--- src/hdl/grg_pkg.sv ---
// shared constants and types for the givens rotation generator
// no dependencies
`default_nettype none

package grg_pkg;

    // default input format, signed q16.16
    localparam int IN_WIDTH_DEF = 32;
    localparam int IN_FRAC_DEF  = 16;

    // output formats
    localparam int TRIG_FRAC    = 30;
    localparam int TRIG_MAG_W   = TRIG_FRAC + 1;
    localparam int TRIG_W       = 32;
    localparam int RADIUS_W     = 34;
    localparam int Z_W          = 32;

    // pipeline stage control handed to each unit
    typedef struct packed {
        logic en;
        logic valid;
    } stage_ctl_t;

endpackage

`default_nettype wire

--- src/hdl/grg_sqrt_pipe.sv ---
// pipelined rounded integer square root, one result bit per stage
// depends on grg_pkg
`default_nettype none

module grg_sqrt_pipe
    import grg_pkg::*;
#(
    parameter int ROOT_W = IN_WIDTH_DEF + 1,
    parameter int SIDE_W = 1
)
(
    input  wire logic                  clk,
    input  wire logic                  rst_n,
    input  wire stage_ctl_t            ctl_in,
    input  wire logic [2*ROOT_W-1:0]   rad_in,
    input  wire logic [SIDE_W-1:0]     side_in,
    output logic                       out_valid,
    output logic [ROOT_W-1:0]          root_out,
    output logic [SIDE_W-1:0]          side_out
);

    localparam int NW    = 2 * ROOT_W;
    localparam int REM_W = ROOT_W + 2;
    localparam int SH_W  = REM_W + 2;

    logic [NW-1:0]     rad_reg  [ROOT_W];
    logic [ROOT_W-1:0] root_reg [ROOT_W];
    logic [REM_W-1:0]  rem_reg  [ROOT_W];
    logic [SIDE_W-1:0] side_reg [ROOT_W];
    logic              vld_reg  [ROOT_W];

    logic [ROOT_W-1:0] fin_root_reg;
    logic [SIDE_W-1:0] fin_side_reg;
    logic              fin_vld_reg;
    logic              round_up;

    for (genvar k = 0; k < ROOT_W; k++) begin : g_step
        logic [NW-1:0]     rad_cur;
        logic [ROOT_W-1:0] root_cur;
        logic [REM_W-1:0]  rem_cur;
        logic [SIDE_W-1:0] side_cur;
        logic              vld_cur;
        logic [SH_W-1:0]   rem_sh;
        logic [SH_W-1:0]   trial;
        logic              ge;
        logic [REM_W-1:0]  rem_next;

        if (k == 0) begin : g_first
            assign rad_cur  = rad_in;
            assign root_cur = '0;
            assign rem_cur  = '0;
            assign side_cur = side_in;
            assign vld_cur  = ctl_in.valid;
        end
        else begin : g_next
            assign rad_cur  = rad_reg[k-1];
            assign root_cur = root_reg[k-1];
            assign rem_cur  = rem_reg[k-1];
            assign side_cur = side_reg[k-1];
            assign vld_cur  = vld_reg[k-1];
        end

        // bring down the next two radicand bits and try the next root bit
        assign rem_sh   = {rem_cur, rad_cur[NW-1 -: 2]};
        assign trial    = {2'b00, root_cur, 2'b01};
        assign ge       = (rem_sh >= trial);
        assign rem_next = ge ? REM_W'(rem_sh - trial) : REM_W'(rem_sh);

        always_ff @(posedge clk or negedge rst_n)
        begin
            if (!rst_n)
            begin
                vld_reg[k] <= 1'b0;
            end
            else if (ctl_in.en)
            begin
                vld_reg[k] <= vld_cur;
            end
        end

        always_ff @(posedge clk)
        begin
            if (ctl_in.en)
            begin
                rad_reg[k]  <= {rad_cur[NW-3:0], 2'b00};
                root_reg[k] <= {root_cur[ROOT_W-2:0], ge};
                rem_reg[k]  <= rem_next;
                side_reg[k] <= side_cur;
            end
        end
    end

    // round to nearest: remainder above the floor root means up
    assign round_up = (rem_reg[ROOT_W-1] > REM_W'(root_reg[ROOT_W-1]));

    always_ff @(posedge clk or negedge rst_n)
    begin
        if (!rst_n)
        begin
            fin_vld_reg <= 1'b0;
        end
        else if (ctl_in.en)
        begin
            fin_vld_reg <= vld_reg[ROOT_W-1];
        end
    end

    always_ff @(posedge clk)
    begin
        if (ctl_in.en)
        begin
            fin_root_reg <= root_reg[ROOT_W-1] + ROOT_W'(round_up);
            fin_side_reg <= side_reg[ROOT_W-1];
        end
    end

    assign out_valid = fin_vld_reg;
    assign root_out  = fin_root_reg;
    assign side_out  = fin_side_reg;

endmodule

`default_nettype wire

--- config.mk ---
export PLATFORM = sky130hd
export DESIGN_NAME = grg_sqrt_pipe
export DESIGN_NICKNAME = d
export VERILOG_FILES = /design/src/hdl/grg_pkg.sv /design/src/hdl/grg_sqrt_pipe.sv
export SDC_FILE = /design/constraint.sdc
export NUM_CORES = 2
export LEC_CHECK = 0
export BUFFER_PORTS_ARGS = -buffer_cell sky130_fd_sc_hd__buf_2
export CAP_MARGIN = 20
export CORE_UTILIZATION = 50
export CTS_CLUSTER_DIAMETER = 30
export DETAILED_ROUTE_END_ITERATION = 8
export PLACE_DENSITY = 0.63
export SETUP_SLACK_MARGIN = 0.5
export SYNTH_ARGS = -nofsm -noshare
export SYNTH_HDL_FRONTEND = slang
export SYNTH_MEMORY_MAX_BITS = 65536
export SYNTH_SLANG_ARGS = --single-unit
--- constraint.sdc ---
create_clock -name clk -period 5.5 [get_ports clk]
set_clock_uncertainty 0.15 [all_clocks]
set_input_delay 0.825 -clock clk [delete_from_list [all_inputs] [get_ports clk]]
set_output_delay 0.825 -clock clk [all_outputs]
set_load 0.005 [all_outputs]
==> key figures <==
CTS
  • Clock slew at reported path FFs: around 60 ps
  • CTS Buffer Depth: 4
  • CTS hold repair buffers: 70
  • Cts repair resizes: 0
  • Worst-Skew Late Latency: 1000 ps
  • CTS tree: done
  • CTS root buffer: clkbuf_16
  • TritonCTS Buffers: 564
  • H-tree Lvls: 6
  • Clk sinks: 2820
  • Setup Buffers After CTS: 0

Critical path
  • Worst path top cell family by delay: compound AO/OA/AOI/OAI gates
  • Setup crit start: root_reg[1][430]
  • Crit Reg-Reg Startpoint: root_reg[1][430]
  • FF-to-FF path depth: 13
  • CP bufs+invs: 2
  • Worst path depth: 13
  • Worst-path maximum fanout: 63
  • Crit path kind: reg2reg
  • Ordered list of cells on the worst path: inv_1, ha_1, o21ai_0, a22oi_1, a221oi_1, o22ai_1, a41oi_1, o21a_1, o21ai_1, a21oi_4, buf_12, nor3_1, a21o_1
  • Worst path max stage delay: 750 ps
  • Crit-path slowest cell: a221oi_1
  • Crit start category: flop
  • CP Data Required Time: 6060 ps
  • Element type at the critical path end: flop
  • CP arrival: 5090 ps

Timing
  • Worst rel slew slack: 27.9%
  • Peak Freq: 221 MHz
  • Final Hold Fails: 0
  • Final setup viols: 0
  • Fin. max-slew vios: 0
  • Sum of negative setup slack: 0 ps
  • Min cycle time layout: 4530 ps
  • Tcrit/Tclk final: 82.3%
  • Actual transition at the worst max-transition pin: approximately 1100 ps
  • RSZ-0062 raised after global routing: no

Hold path
  • Hold Path Stages: 0
  • Hold crit path type: reg2reg
  • Worst Hold Launch: rad_reg[0][419]

Final layout
  • Layout area overhead: 19.5%
  • Share of cells above drive strength 1: 11.8%
  • Non-filler cells, final: ~15000
  • Fin nets: 11600
  • # fillers: 20300
  • Max reg flops: 1102
  • Fin util: 60.0%

Global route
  • Grt total ovfl: 0
  • Vias in the first global route: 80700
  • Total GRT Usage: roughly 21%
  • First-pass GRT wire length: between 400000 and 500000 µm
  • Initial antenna violation count: 5
  • Largest net degree at the start of global routing: 148

Floorplan
  • Row cnt: roughly 190
  • Io pins: about 110
  • Die width: 515 µm
  • CORE AREA: 262000 µm²
  • Die Y: 515 µm
  • Die ar.: 266000 µm²
  • Initial Util: approximately 50%

Synthesis
  • Synthesized cell area: 132000 µm²
  • YS warnings: 0
  • Synth area leaders: edfxtp_1 (63%), ha_1 (6.0%), xnor2_1 (3.5%)
  • Library cells used by synthesis: 85
  • Sequential share of the synthesized area: 64.1%
  • Most frequent cell after synthesis: edfxtp_1
  • Asr flop ratio synth: 1.21%
  • EDFF count, synth: between 2000 and 3000
  • Leading area contributor after synthesis: edfxtp_1
  • Most used DFF post-synth: edfxtp_1
  • Yosys reg bits: 2820
  • Syn_area_per_cell: roughly 13 µm²
  • Share of the synthesized area in the top cell type: 63.5%
  • Synthesized Nets: approximately 11000
  • Post-Syn Instances: 10200
  • Top cells by count, synth: edfxtp_1 (2786), inv_1 (804), nand2_1 (654)

Detailed routing
  • Vias/cell: around 5.5
  • WL/cell: roughly 19 µm
  • Final wirelength: 278000 µm
  • DRC viols: 0
  • Vias: between 80000 and 90000
  • Iter 0 DRT Violations: 6281
  • TritonRoute pass-1 iters: 6
  • Antenna-violating nets left: 0

Placed design
  • Routability Congestion: 0.911
  • Placed insts: 13800
  • Dpl hpwl: 195000 µm
  • PortBufs: roughly 110

Power and ir drop
  • Peak VDD IR: about 360 µV
  • Sw frac: 27.7%
  • Psw: around 21 mW
  • Cell Pwr Density: approximately 500 nW/µm²
  • Static Leak: ~60 nW
  • Sequential power share: 38.1%
  • Cell-internal power: 55.5 mW
  • Clock power share: 44.8%
  • Gate power share: 17.2%

Flow run
  • Max_cap viols: 0

Status
  • Status: complete, no violations
[power by group through the flow]
| stage | Sequential [mW] | Combinational, mW | Clock, mW |
|---|---|---|---|
| after floorplan | 28.7 | 9.65 | 0 |
| after global placement | 29.6 | 12.8 | 0 |
| after detailed placement | 29.6 | 12.9 | 0 |
| after CTS | 29.2 | 13.1 | 35.1 |
| after global routing | 29.5 | 14.6 | 36.1 |
| final | 29.2 | 13.2 | 34.4 |
[worst paths after layout]
check / end / slack (ps)
setup / recovery: rem_reg[0][1082] / 970
hold / removal: rad_reg[0][485] / 250
setup reg to reg: rem_reg[0][1082] / 970
hold reg to reg: rad_reg[0][485] / 250
max in group asynchronous: g_step[15].vld_cur / 4410
min in group asynchronous: g_step[2].vld_cur / 310
[worst register-to-register path: cells and delay by family (launching register included)]
kind	cells	cell delay, ps
AND/OR/NAND/NOR	1	90
adder cells (fa/ha/maj)	1	340
buffers and inverters	2	320
flip-flops	1	350
AO/OA/AOI/OAI	9	3020
[layout make-up]
class	instances	area, µm²	share of cell area [%]
sequential	2820	84500	53.7
clock inverter	418	5170	3.28
timing repair buffer	279	2300	1.46
antenna	3	7.51	0.00477
clock buffer	622	14500	9.19
inverter	804	3020	1.92
tap	3515	4400	2.79
multi-input combinational	6405	43600	27.7
[routing by layer]
metal  global-route usage (%)  vias to the layer above  wire, µm  share of wire (%)
met2                     33.1                     2133    130000                 47
met5                        0                        -         0                  0
met1                     28.3                    39100    126000                 45
met3                     3.19                      593     13800                5.0
li1                         -                    39500         -                  -
met4                     7.99                        0      9000                3.2
[metrics by stage]
| stage | total power, mW | instance area, µm² | hold WS [ps] | worst slack (ps) |
|---|---|---|---|---|
| floorplan | 38.4 | 132000 | 250 | 1510 |
| global placement | 42.3 | 137000 | 250 | 1060 |
| detailed placement | 42.5 | 137000 | 255 | 1060 |
| CTS | 77.5 | 157000 | 224 | 1010 |
| global route | 80.3 | 157000 | 246 | 702 |
| finish | 76.8 | 157000 | 246 | 971 |
[cells in the final DEF, fill, tap and decap left out, types with 107 or more instances in the layout]
master and instances:
edfxtp_1 2786, inv_1 804, nand2_1 654, nor2_1 641
a21oi_1 638, ha_1 634, clkbuf_16 570, xnor2_1 521
o21ai_0 499, xor2_1 435, a21o_1 267, nor3_1 248
nand3_1 184, nor4_1 139, nand2b_1 139, or3_1 128
o21a_1 117, nand4_1 107
[cells by family (layout without fill, tap and decap cells)]
family | Yosys count | count (layout) | synth area share (%)
adder cells (fa/ha/maj) | 634 | 634 | 6.02
flip-flops | 2820 | 2820 | 64.1
multiplexers | 118 | 118 | 0.993
AND/OR/NAND/NOR | 2660 | 2660 | 10.0
buffers and inverters | 1012 | 2123 | 2.88
other | 1 | 4 | 0.00285
AO/OA/AOI/OAI | 2036 | 2036 | 9.60
XOR/XNOR | 956 | 956 | 6.35
Power figures use the tool's default switching activity.
